`src/rtl/core/tga_truecolor_stream_decoder_defines.svh`:
```
// Assertion macros shared by the TGA stream decoder RTL.
// Depends on nothing; the including module provides clk and arst_n.
`ifndef TGA_TRUECOLOR_STREAM_DECODER_DEFINES_SVH
`define TGA_TRUECOLOR_STREAM_DECODER_DEFINES_SVH

// Property that must hold in the same cycle as its trigger.
`define TGA_ASSERT_SAME(label, ante, cons, msg) \
	label: assert property (@(posedge clk) disable iff (!arst_n) (ante) |-> (cons)) \
		else $error(msg);

// Property that must hold in the cycle after its trigger.
`define TGA_ASSERT_NEXT(label, ante, cons, msg) \
	label: assert property (@(posedge clk) disable iff (!arst_n) (ante) |=> (cons)) \
		else $error(msg);

`endif

```
`src/rtl/core/tga_pkg.sv`:
```
// Shared types and constants for the TGA truecolor stream decoder.
// Used by the parser, the result queue and the top level; no dependencies.
`timescale 1ns / 1ps

package tga_pkg;

	// Header layout
	localparam int HdrLen = 18;
	localparam int IdxW = 5;
	localparam logic [IdxW-1:0] HdrLastIdx = IdxW'(HdrLen - 1);

	localparam logic [7:0] ImgTypeTruecolor = 8'd2;
	localparam logic [7:0] Depth24 = 8'd24;
	localparam logic [7:0] Depth32 = 8'd32;

	// Result queue geometry
	localparam int QDepth = 4;
	localparam int QPtrW = 2;
	localparam int QCntW = 3;

	typedef enum logic [1:0] {
		KIND_HEADER = 2'd0,
		KIND_PIXEL  = 2'd1,
		KIND_ERROR  = 2'd2
	} kind_t;

	typedef enum logic [3:0] {
		ERR_NONE      = 4'd0,
		ERR_SHORT     = 4'd1,
		ERR_NO_IMAGE  = 4'd2,
		ERR_ID        = 4'd3,
		ERR_COLORMAP  = 4'd4,
		ERR_ORIGIN    = 4'd5,
		ERR_TYPE      = 4'd6,
		ERR_DEPTH     = 4'd7,
		ERR_TRUNCATED = 4'd8
	} err_t;

	typedef struct packed {
		kind_t       kind;
		err_t        error_code;
		logic [15:0] image_width;
		logic [15:0] image_height;
		logic [7:0]  red;
		logic [7:0]  green;
		logic [7:0]  blue;
		logic [7:0]  alpha;
		logic        has_alpha;
		logic        last_pixel;
	} result_t;

	// Results produced by one byte: the second is only used with the first.
	typedef struct packed {
		logic first;
		logic second;
	} push_t;

	// Queue status seen by the input side.
	typedef struct packed {
		logic [QCntW-1:0] count;
		logic             room_for_two;
	} qstat_t;

endpackage

```
`src/rtl/core/tga_parse.sv`:
```
// Byte parser: header capture and checks, pixel assembly and counting.
// Depends on tga_pkg; produces up to two results per parsed byte.
`timescale 1ns / 1ps

module tga_parse (
	input  logic              clk,
	input  logic              arst_n,
	input  logic              take,
	input  logic [7:0]        data_s1,
	input  logic              eof_s1,
	output tga_pkg::push_t    push,
	output tga_pkg::result_t  res0,
	output tga_pkg::result_t  res1
);

	typedef enum logic [2:0] {
		PH_HEADER = 3'b001,
		PH_PIXELS = 3'b010,
		PH_DONE   = 3'b100
	} phase_t;

	phase_t                     phase_q, phase_d;
	logic [tga_pkg::IdxW-1:0]   idx_q, idx_d;
	logic [7:0]                 hdr_q [tga_pkg::HdrLen];
	logic [23:0]                pix_q;
	logic [1:0]                 pos_q, pos_d;
	logic [31:0]                left_q, left_d;

	logic [15:0]                width, height;
	logic [31:0]                area;
	logic                       is32;
	logic                       px_done;
	logic                       px_last;
	tga_pkg::err_t              hdr_err;
	tga_pkg::result_t           trunc_res;

	// Header fields from the captured bytes (little endian).
	assign width  = {hdr_q[13], hdr_q[12]};
	assign height = {hdr_q[15], hdr_q[14]};
	assign area   = width * height;
	assign is32   = (hdr_q[16] == tga_pkg::Depth32);

	// Header checks in order of priority; the descriptor byte is not examined.
	always_comb begin
		if (hdr_q[2] == 8'd0) begin
			hdr_err = tga_pkg::ERR_NO_IMAGE;
		end else if (hdr_q[0] != 8'd0) begin
			hdr_err = tga_pkg::ERR_ID;
		end else if ((hdr_q[1] | hdr_q[3] | hdr_q[4] | hdr_q[5] | hdr_q[6]) != 8'd0) begin
			hdr_err = tga_pkg::ERR_COLORMAP;
		end else if ((hdr_q[8] | hdr_q[9] | hdr_q[10] | hdr_q[11]) != 8'd0) begin
			hdr_err = tga_pkg::ERR_ORIGIN;
		end else if (hdr_q[2] != tga_pkg::ImgTypeTruecolor) begin
			hdr_err = tga_pkg::ERR_TYPE;
		end else if (hdr_q[16] != tga_pkg::Depth24 && hdr_q[16] != tga_pkg::Depth32) begin
			hdr_err = tga_pkg::ERR_DEPTH;
		end else begin
			hdr_err = tga_pkg::ERR_NONE;
		end
	end

	// Pixel completion depends on bytes per pixel.
	assign px_done = is32 ? (pos_q == 2'd3) : (pos_q == 2'd2);
	assign px_last = (left_q == 32'd1);

	always_comb begin
		trunc_res            = '0;
		trunc_res.kind       = tga_pkg::KIND_ERROR;
		trunc_res.error_code = tga_pkg::ERR_TRUNCATED;
	end

	// Next state and results for the byte being parsed.
	always_comb begin
		phase_d = phase_q;
		idx_d   = idx_q;
		pos_d   = pos_q;
		left_d  = left_q;
		push    = '0;
		res0    = '0;
		res1    = trunc_res;
		if (take) begin
			case (phase_q)
				PH_HEADER: begin
					idx_d = idx_q + 1'b1;
					if (idx_q == tga_pkg::HdrLastIdx) begin
						push.first = 1'b1;
						if (hdr_err != tga_pkg::ERR_NONE) begin
							res0.kind       = tga_pkg::KIND_ERROR;
							res0.error_code = hdr_err;
							phase_d         = PH_DONE;
						end else begin
							res0.kind         = tga_pkg::KIND_HEADER;
							res0.image_width  = width;
							res0.image_height = height;
							res0.has_alpha    = is32;
							left_d            = area;
							pos_d             = 2'd0;
							if (width != 16'd0 && height != 16'd0) begin
								phase_d     = PH_PIXELS;
								push.second = eof_s1;
							end else begin
								phase_d = PH_DONE;
							end
						end
					end else if (eof_s1) begin
						push.first      = 1'b1;
						res0.kind       = tga_pkg::KIND_ERROR;
						res0.error_code = tga_pkg::ERR_SHORT;
					end
				end
				PH_PIXELS: begin
					pos_d = pos_q + 1'b1;
					if (px_done) begin
						push.first      = 1'b1;
						res0.kind       = tga_pkg::KIND_PIXEL;
						res0.blue       = pix_q[7:0];
						res0.green      = pix_q[15:8];
						res0.red        = (pos_q == 2'd2) ? data_s1 : pix_q[23:16];
						res0.alpha      = is32 ? data_s1 : 8'd0;
						res0.has_alpha  = is32;
						res0.last_pixel = px_last;
						left_d          = left_q - 32'd1;
						pos_d           = 2'd0;
						if (px_last) begin
							phase_d = PH_DONE;
						end else begin
							push.second = eof_s1;
						end
					end else if (eof_s1) begin
						push.first = 1'b1;
						res0       = trunc_res;
					end
				end
				default: begin
				end
			endcase
			// The last byte of a file restarts the parser for the next one.
			if (eof_s1) begin
				phase_d = PH_HEADER;
				idx_d   = '0;
				pos_d   = 2'd0;
				left_d  = 32'd0;
			end
		end
	end

	// Control state.
	always_ff @(posedge clk or negedge arst_n) begin
		if (!arst_n) begin
			phase_q <= PH_HEADER;
			idx_q   <= '0;
			pos_q   <= 2'd0;
			left_q  <= 32'd0;
		end else begin
			phase_q <= phase_d;
			idx_q   <= idx_d;
			pos_q   <= pos_d;
			left_q  <= left_d;
		end
	end

	// Header byte capture and pixel byte capture.
	always_ff @(posedge clk) begin
		for (int i = 0; i < tga_pkg::HdrLen; i++) begin
			if (take && phase_q == PH_HEADER && idx_q == tga_pkg::IdxW'(i)) begin
				hdr_q[i] <= data_s1;
			end
		end
		if (take && phase_q == PH_PIXELS) begin
			case (pos_q)
				2'd0: pix_q[7:0] <= data_s1;
				2'd1: pix_q[15:8] <= data_s1;
				2'd2: pix_q[23:16] <= data_s1;
				default: begin
				end
			endcase
		end
	end

endmodule

```
`src/rtl/core/tga_resq.sv`:
```
// Result queue: takes up to two results per cycle and hands out one.
// Depends on tga_pkg; its registered head drives the result channel.
`timescale 1ns / 1ps

module tga_resq (
	input  logic              clk,
	input  logic              arst_n,
	input  tga_pkg::push_t    push,
	input  tga_pkg::result_t  res0,
	input  tga_pkg::result_t  res1,
	input  logic              pop,
	output tga_pkg::result_t  head,
	output logic              head_valid,
	output tga_pkg::qstat_t   stat
);

	tga_pkg::result_t               mem_q [tga_pkg::QDepth];
	logic [tga_pkg::QPtrW-1:0]      wr_q, rd_q;
	logic [tga_pkg::QCntW-1:0]      cnt_q;
	logic [tga_pkg::QPtrW-1:0]      wr_next;
	logic [tga_pkg::QCntW-1:0]      n_push;

	assign wr_next = wr_q + 1'b1;
	assign n_push  = tga_pkg::QCntW'(push.first) + tga_pkg::QCntW'(push.second);

	assign head              = mem_q[rd_q];
	assign head_valid        = (cnt_q != '0);
	assign stat.count        = cnt_q;
	assign stat.room_for_two = (cnt_q <= tga_pkg::QCntW'(tga_pkg::QDepth - 2));

	// Pointers and fill level.
	always_ff @(posedge clk or negedge arst_n) begin
		if (!arst_n) begin
			wr_q  <= '0;
			rd_q  <= '0;
			cnt_q <= '0;
		end else begin
			wr_q  <= wr_q + tga_pkg::QPtrW'(n_push);
			rd_q  <= rd_q + tga_pkg::QPtrW'(pop);
			cnt_q <= cnt_q + n_push - tga_pkg::QCntW'(pop);
		end
	end

	// Result storage.
	always_ff @(posedge clk) begin
		if (push.first) begin
			mem_q[wr_q] <= res0;
		end
		if (push.second) begin
			mem_q[wr_next] <= res1;
		end
	end

endmodule

```
`src/rtl/core/tga_truecolor_stream_decoder.sv`:
```
// Top level of the TGA truecolor stream decoder.
// Depends on tga_pkg, tga_parse, tga_resq and the assertion macro header.
//
// Usage:
//   Byte channel: data_byte with end_of_file, qualified by byte_valid and
//   held off by byte_stall. end_of_file marks the last byte of a file; the
//   next byte starts a new file at its header.
//   Result channel: kind, error_code, image_width, image_height, red, green,
//   blue, alpha, has_alpha and last_pixel, qualified by result_valid and
//   held off by result_stall. A byte yields zero, one or two results.
// Path: an accepted byte waits in the input register until the queue has room
//   for two; the parser then writes its results into the queue, in order.
// Throughput: one byte per cycle while byte_stall is low. A byte leaves the
//   input register when the four-entry result queue has room for two
//   results, so byte_stall rises only when three or more results wait,
//   which happens only while the receiver stalls.
// Reset: arst_n clears the input register, the parser state and the queue;
//   the decoder then expects the first header byte.
// Stall: while result_stall is high the head result holds, results collect
//   in the queue and then the byte channel stalls.
`timescale 1ns / 1ps
`include "tga_truecolor_stream_decoder_defines.svh"

module tga_truecolor_stream_decoder (
	input  logic        clk,
	input  logic        arst_n,
	input  logic        byte_valid,
	output logic        byte_stall,
	input  logic [7:0]  data_byte,
	input  logic        end_of_file,
	output logic        result_valid,
	input  logic        result_stall,
	output logic [1:0]  kind,
	output logic [3:0]  error_code,
	output logic [15:0] image_width,
	output logic [15:0] image_height,
	output logic [7:0]  red,
	output logic [7:0]  green,
	output logic [7:0]  blue,
	output logic [7:0]  alpha,
	output logic        has_alpha,
	output logic        last_pixel
);

	logic               valid_s1;
	logic [7:0]         data_s1;
	logic               eof_s1;
	logic               take;
	tga_pkg::push_t     push;
	tga_pkg::result_t   res0, res1, head;
	tga_pkg::qstat_t    qstat;

	// The input register moves on only when the queue can absorb two results.
	assign take       = valid_s1 && qstat.room_for_two;
	assign byte_stall = valid_s1 && !qstat.room_for_two;

	always_ff @(posedge clk or negedge arst_n) begin
		if (!arst_n) begin
			valid_s1 <= 1'b0;
		end else if (!byte_stall) begin
			valid_s1 <= byte_valid;
		end
	end

	always_ff @(posedge clk) begin
		if (byte_valid && !byte_stall) begin
			data_s1 <= data_byte;
			eof_s1  <= end_of_file;
		end
	end

	tga_parse u_parse (
		.clk     (clk),
		.arst_n  (arst_n),
		.take    (take),
		.data_s1 (data_s1),
		.eof_s1  (eof_s1),
		.push    (push),
		.res0    (res0),
		.res1    (res1)
	);

	tga_resq u_resq (
		.clk        (clk),
		.arst_n     (arst_n),
		.push       (push),
		.res0       (res0),
		.res1       (res1),
		.pop        (result_valid && !result_stall),
		.head       (head),
		.head_valid (result_valid),
		.stat       (qstat)
	);

	// Result fields from the queue head.
	assign kind         = head.kind;
	assign error_code   = head.error_code;
	assign image_width  = head.image_width;
	assign image_height = head.image_height;
	assign red          = head.red;
	assign green        = head.green;
	assign blue         = head.blue;
	assign alpha        = head.alpha;
	assign has_alpha    = head.has_alpha;
	assign last_pixel   = head.last_pixel;

	// Checks on queue occupancy and on the results a byte produces.
	`TGA_ASSERT_SAME(a_queue_bound, 1'b1, qstat.count <= 3'd4, "result queue overfilled")
	`TGA_ASSERT_SAME(a_second_is_trunc, push.second, push.first && take && res1.kind == tga_pkg::KIND_ERROR && res1.error_code == tga_pkg::ERR_TRUNCATED, "bad second result")
	`TGA_ASSERT_NEXT(a_push_shows, push.first, result_valid, "pushed result not offered")

endmodule

```
`config.mk`:
```
export PLATFORM = sky130hd
export DESIGN_NAME = tga_truecolor_stream_decoder
export DESIGN_NICKNAME = d
export VERILOG_FILES = /design/src/rtl/core/tga_pkg.sv /design/src/rtl/core/tga_parse.sv /design/src/rtl/core/tga_resq.sv /design/src/rtl/core/tga_truecolor_stream_decoder.sv
export VERILOG_INCLUDE_DIRS = /design/src /design/src/rtl/core
export SDC_FILE = /design/constraint.sdc
export NUM_CORES = 2
export LEC_CHECK = 0
export ABC_CLOCK_PERIOD_IN_PS = 6300
export BUFFER_PORTS_ARGS = -buffer_cell sky130_fd_sc_hd__buf_2
export CORE_AREA = 2 2 231 233
export DETAILED_ROUTE_END_ITERATION = 16
export DIE_AREA = 0 0 233 235
export PLACE_DENSITY = 0.86
export SLEW_MARGIN = 5
export SYNTH_ARGS = -nofsm -noshare
export SYNTH_HDL_FRONTEND = slang
export SYNTH_SLANG_ARGS = --single-unit
export TNS_END_PERCENT = 1
```
`constraint.sdc`:
```
create_clock -name clk -period 6.3 [get_ports clk]
set_input_delay 1.26 -clock clk [delete_from_list [all_inputs] [get_ports clk]]
set_output_delay 1.26 -clock clk [all_outputs]
set_load 0.02 [all_outputs]
```
Yosys cells after proc, flatten, opt, wreduce, memory -nomap -nowiden
Memories as Yosys holds them, arrays and structs flattened. Index checks and enable logic that the tools add are counted.

Input port bits: 13. Output and inout bits: 74. ROM bits: 0. Bits in writable memories: 432. Word-level logic and storage cells: 274. Latch bits: 0. Register bits after elaboration: 83. Memories: 2.

Reduce and logical (&&, ||, !) cells: 64. Equality and inequality tests: 31. Add/subtract/negate cells: 9. Bitwise gates (word level): 7. $mul: 1. Magnitude comparators: 1. Multiplexer cells: 146. Shift operators: 0. Divide/modulo/power cells: 0.

Memory list: u_resq.mem_q (words 4, bits a word 72, read ports 1, clocked after memory_dff 0, wr ports 2, line tga_resq.sv:17) `tga_pkg::result_t mem_q [tga_pkg::QDepth];`; u_parse.hdr_q (words 18, bits a word 8, read ports 16, clocked after memory_dff 0, wr ports 1, line tga_parse.sv:24) `logic [7:0] hdr_q [tga_pkg::HdrLen];`.

Operator list (count): $mux 32 (7); $mux 8 (19); $mux 72 (2); $reduce_or 8->1 (17); $mux 5 (19); $pmux 38 s2 (1); $mux 1 (69); $pmux 32 s2 (1); $or 8x8->8 (7); $eq 5x4->1 const B (8); $mux 36 (1); $mux 34 (1); $eq 32x1->1 const B (1); $mul 16x16->32 (1); $reduce_bool 16->1 (2); $sub 32x1->32 const B (1); $logic_and 1x1->1 (26); $mux 4 (6); $reduce_bool 8->1 (3); $mux 3 (7); $eq 5x3->1 const B (4); $mux 2 (7); $mux 6 (2); $eq 5x2->1 const B (2); 33 further kinds (45).

Longest topological paths before layout
Word-level depth: 24. Mapped depth: 23. Gate-level depth less buffers: 22.

By module
A second synthesis with hierarchy kept.

Cell total of the unflattened synthesis: 2494. Area total of the unflattened synthesis: 32778.9 um^2.

Modules (own cells, without submodules): tga_parse (instances 1, area an instance 17454.2 um^2, cells each 1743, sequential area each 5616.6 um^2); tga_resq (instances 1, area an instance 14984.4 um^2, cells each 735, sequential area each 8823.5 um^2); tga_truecolor_stream_decoder (instances 1, area an instance 340.3 um^2, cells each 16, sequential area each 295.3 um^2).

Least setup slack after synthesis
No wires, ideal clock.

Path type: register to register. Start point: mem u_parse.hdr_q[14][4]. End point: reg u_parse.left_q[30]. Required time: 6154 ps. Buffers on the path: 1. Arrival: 6015 ps. Period minus slack after synthesis: 6162 ps. Setup time: 146 ps. Cell stages (with the launch flop): 23. Setup slack: 138 ps. Cell sequence: edfxtp_1 > clkbuf_1 > and2_1 > fa_1 > inv_1 > fa_1 > fa_1 > fa_1 > inv_1 > fa_1 > inv_1 > fa_1 > inv_1 > ha_1 > a21oi_1 > o21ai_0 > a221o_1 > a31oi_1 > o21ai_0 > a311oi_1 > o211ai_1 > o31ai_1 > a311oi_1.

RTL lines: start, declared (line tga_parse.sv:24); end signal, assigned (line tga_parse.sv:158) `left_q <= left_d;`; end, declared (line tga_parse.sv:27) `logic [31:0] left_q, left_d;`.

==> flow_summary.ini <==
[global_route]
grt_max_degree = 93
grt_pass1_wl_mm = 124
grt_pass1_vias = 23500
grtUsageTotal = 0.283
antenna_found_initial = 1
grt_overflow = 0

[power_and_ir_drop]
irDropWorstVdd_uv = 567
cellLeakagePower_nw = 13.0
powerDensity_nw_per_um2 = 335

[final_layout]
fillCellCount = 3868
syn_to_final_growth_pct = 9.31
fin_util = 0.615
diodes = 0
fin_nets = 3385
drive_above_1_share = 0.124

[critical_path]
crit_chain = buf_6, buf_4, nand2_1, fa_1, fa_1, inv_1, fa_1, fa_1, fa_1, inv_1, fa_1, inv_1, ha_1, a21oi_1, o21a_1, o21ai_2, nand2_1, o21ai_2, a311oi_1, buf_4, o211ai_1, o31ai_1, a311oi_1
slowest_delay_ns = 0.56
path_common_cell = fa_1
cp.required_ns = 6.75
crit_family = adder cells
cp_max_fo = 8
cp_num_buf_inv = 6
end_kind = flip-flop
path_class = flip-flop to flip-flop
cp-start-kind = flip-flop
slowest_stage = fa_1
cp.arrival_ns = 6.66

[timing]
skew_ns = 0.0213
fin_setup_tns_ns = 0
hold_slack_ns = 0.452
max_slew.worst_pin.slew_ns = 1.25
rsz0062_at_grt = yes
period_minus_slack_ns = 6.21
finalCritPeriodShare = 0.986
fin_ws_ns = 0.0899
clock.fmax_mhz = 161
setup_viol = 0
slew_headroom = 0.169
finalHoldViolations = 0
finalMaxSlewViolations = 0

[route]
vias = 23700
final_antenna_net_count = 0
routedWlPerCell_um = 20.7
drt_iter0_markers = 2778
wl_met3_mm = 8.83
top_layer = met4
m1WireLength_mm = 28.6
avgViaCountPerCell = 6.26
routed_wirelength_mm = 78.4
wl_met2_mm = 37.7
firstDrtPassIters = 14
route.detailed.drc = 0

[clock_network]
root_buffer = clkbuf_16
tritoncts = done
clock_path_buffers = 3
hold_buffers = 0
clk_latency_ns = 0.60
path_clk_slew_ns = 0.06
cts_buffers = 49
cts-htree-levels = 2
numClockSinks = 499

[placed_design]
hpwl_mm = 50.3
port_buffers = 86
pre_cts_slack_ns = 0.0429
place_congestion = 0.934

[yosys]
synth-simple-area-share = 0.181
syn_area_sq_um = 29400
ys_seq_area_frac = 0.403
synth_top_area_share = 0.196
synth_flop_cell = dfxtp_1
synth_edf_count = 161
syn_inst = 3043
synth_fp_nets = 3372
synth_compound_gate_area_share = 0.0953
syn_avg_cell_area_sq_um = 9.66
yosysUniqueCellTypes = 74
synth_xor_area_frac = 0.00894
synth_top_family_by_area = adder cells
synth_warnings = 0
ys_top_cells_by_area = dfxtp_1 (20%), edfxtp_1 (16%), fa_1 (13%), nand2_1 (6.6%), a21oi_1 (5.6%)
synth-seq-cells = 499
yosys.area_share.adder = 0.184
yosysTopAreaCell = dfxtp_1
muxShareOfSynthArea = 0.0583
synth_async_sr_flop_share = 0.100

[floorplan]
start_util = 0.563
io_pins = 87
die_h_um = 235
fp.dieW_um = 233
die_area_sq_um = 54800
core_area_sq_um = 52200
num_rows = 84

[status]
status = finished clean

[hold_path]
hp-class = flip-flop to flip-flop

[job]
drv_cap = 0
[sequential cells by signal, indices dropped and copies added, names as in the netlist, 3 cells and up]
register,count
u_parse.hdr_q,128
u_resq.cnt_q,3
u_parse.phase_q,3
u_parse.idx_q,5
u_parse.pix_q,24
u_parse.left_q,32
data_s1,8
u_resq.mem_q,288
[cells in the mapped netlist, drive strengths merged, types with 8 or more instances]
master and n:
a211o 8, a211oi 9, a21o 15, a21oi 331, a31oi 14, and2 124
and3 21, buf 47, clkbuf 179, dfrtp 49, dfxtp 288, edfxtp 161
fa 195, ha 121, inv 256, mux2i 9, mux4 72, nand2 516
nand2b 11, nand3 240, nand4 13, nor2 98, nor3 32, nor4 36
o21ai 74, xnor2 18, xor2 12
[through the flow]
step                instance area, sq um  instances  power [mW]
detailed placement                 30400       3680        7.60
global placement                   30400       3680        7.50
CTS                                31900       3769        10.5
finish                             32100       3782        10.8
floorplan                          29400       3043        6.53
global route                       32100       3782        11.3
[power by group]
group	switching, mW	internal, mW	total, mW
logic	2.36	1.64	3.99
clock network	1.29	1.59	2.88
registers	0.324	3.55	3.88
[metal layers]
metal	up-vias	track usage
met4	0	0.118
met3	295	0.0568
met1	11500	0.368
li1	10300	-
met5	-	0
met2	1612	0.464
[cell usage in the layout, fill, tap and decap left out, drive strengths merged, types with 98 or more instances in the layout]
master,count
a21oi,331
nand3,240
nand2,516
fa,195
ha,121
inv,258
edfxtp,161
buf,188
nor2,98
and2,124
dfxtp,288
[worst register-to-register path: stages (launching register included)]
cell and delay, ns:
edfxtp_1 0.55, buf_6 0.17, buf_4 0.18, nand2_1 0.11
fa_1 0.53, fa_1 0.56, inv_1 0.06, fa_1 0.48
fa_1 0.50, fa_1 0.56, inv_1 0.07, fa_1 0.50
inv_1 0.05, ha_1 0.33, a21oi_1 0.18, o21a_1 0.23
o21ai_2 0.09, nand2_1 0.10, o21ai_2 0.07, a311oi_1 0.32
buf_4 0.18, o211ai_1 0.08, o31ai_1 0.08, a311oi_1 0.11
[final cells by class]
class | instances | area (sq um) | area share
inverter | 256 | 961 | 0.0299
sequential | 499 | 11900 | 0.369
clock buffer | 67 | 1340 | 0.0418
tap | 688 | 861 | 0.0268
timing repair buffer | 188 | 1220 | 0.0381
clock inverter | 22 | 205 | 0.00639
multi-input combinational | 2062 | 15700 | 0.488
[worst paths after layout]
kind	to	cells after the start	from	slack (ns)
setup / recovery	u_parse.left_q[30]	23	u_parse.hdr_q[14][1]	0.09
max in group asynchronous	u_resq.rd_q[0]	2	arst_n	4.95
hold / removal	u_resq.mem_q[2][54]	2	u_resq.mem_q[2][54]	0.45
hold reg to reg	u_resq.mem_q[2][54]	2	u_resq.mem_q[2][54]	0.45
setup reg to reg	u_parse.left_q[30]	23	u_parse.hdr_q[14][1]	0.09
min in group asynchronous	u_parse.left_q[5]	2	arst_n	0.79
[cell families after synthesis]
logic type | count (synthesis)
AO/OA/AOI/OAI | 501
XOR/XNOR | 30
adder cells (fa/ha/maj) | 316
buffers and inverters | 482
flip-flops | 499
multiplexers | 81
AND/OR/NAND/NOR | 1134
[timing repair]
| action | in CTS | in global routing |
|---|---|---|
| pin swaps | 2 | 11 |
| resized for setup | 1 | 31 |
| buffers inserted | 0 | 13 |
| cloned | 0 | 0 |
| setup endpoints to repair | 3 | 13 |
(Power assumes the default switching activity.)
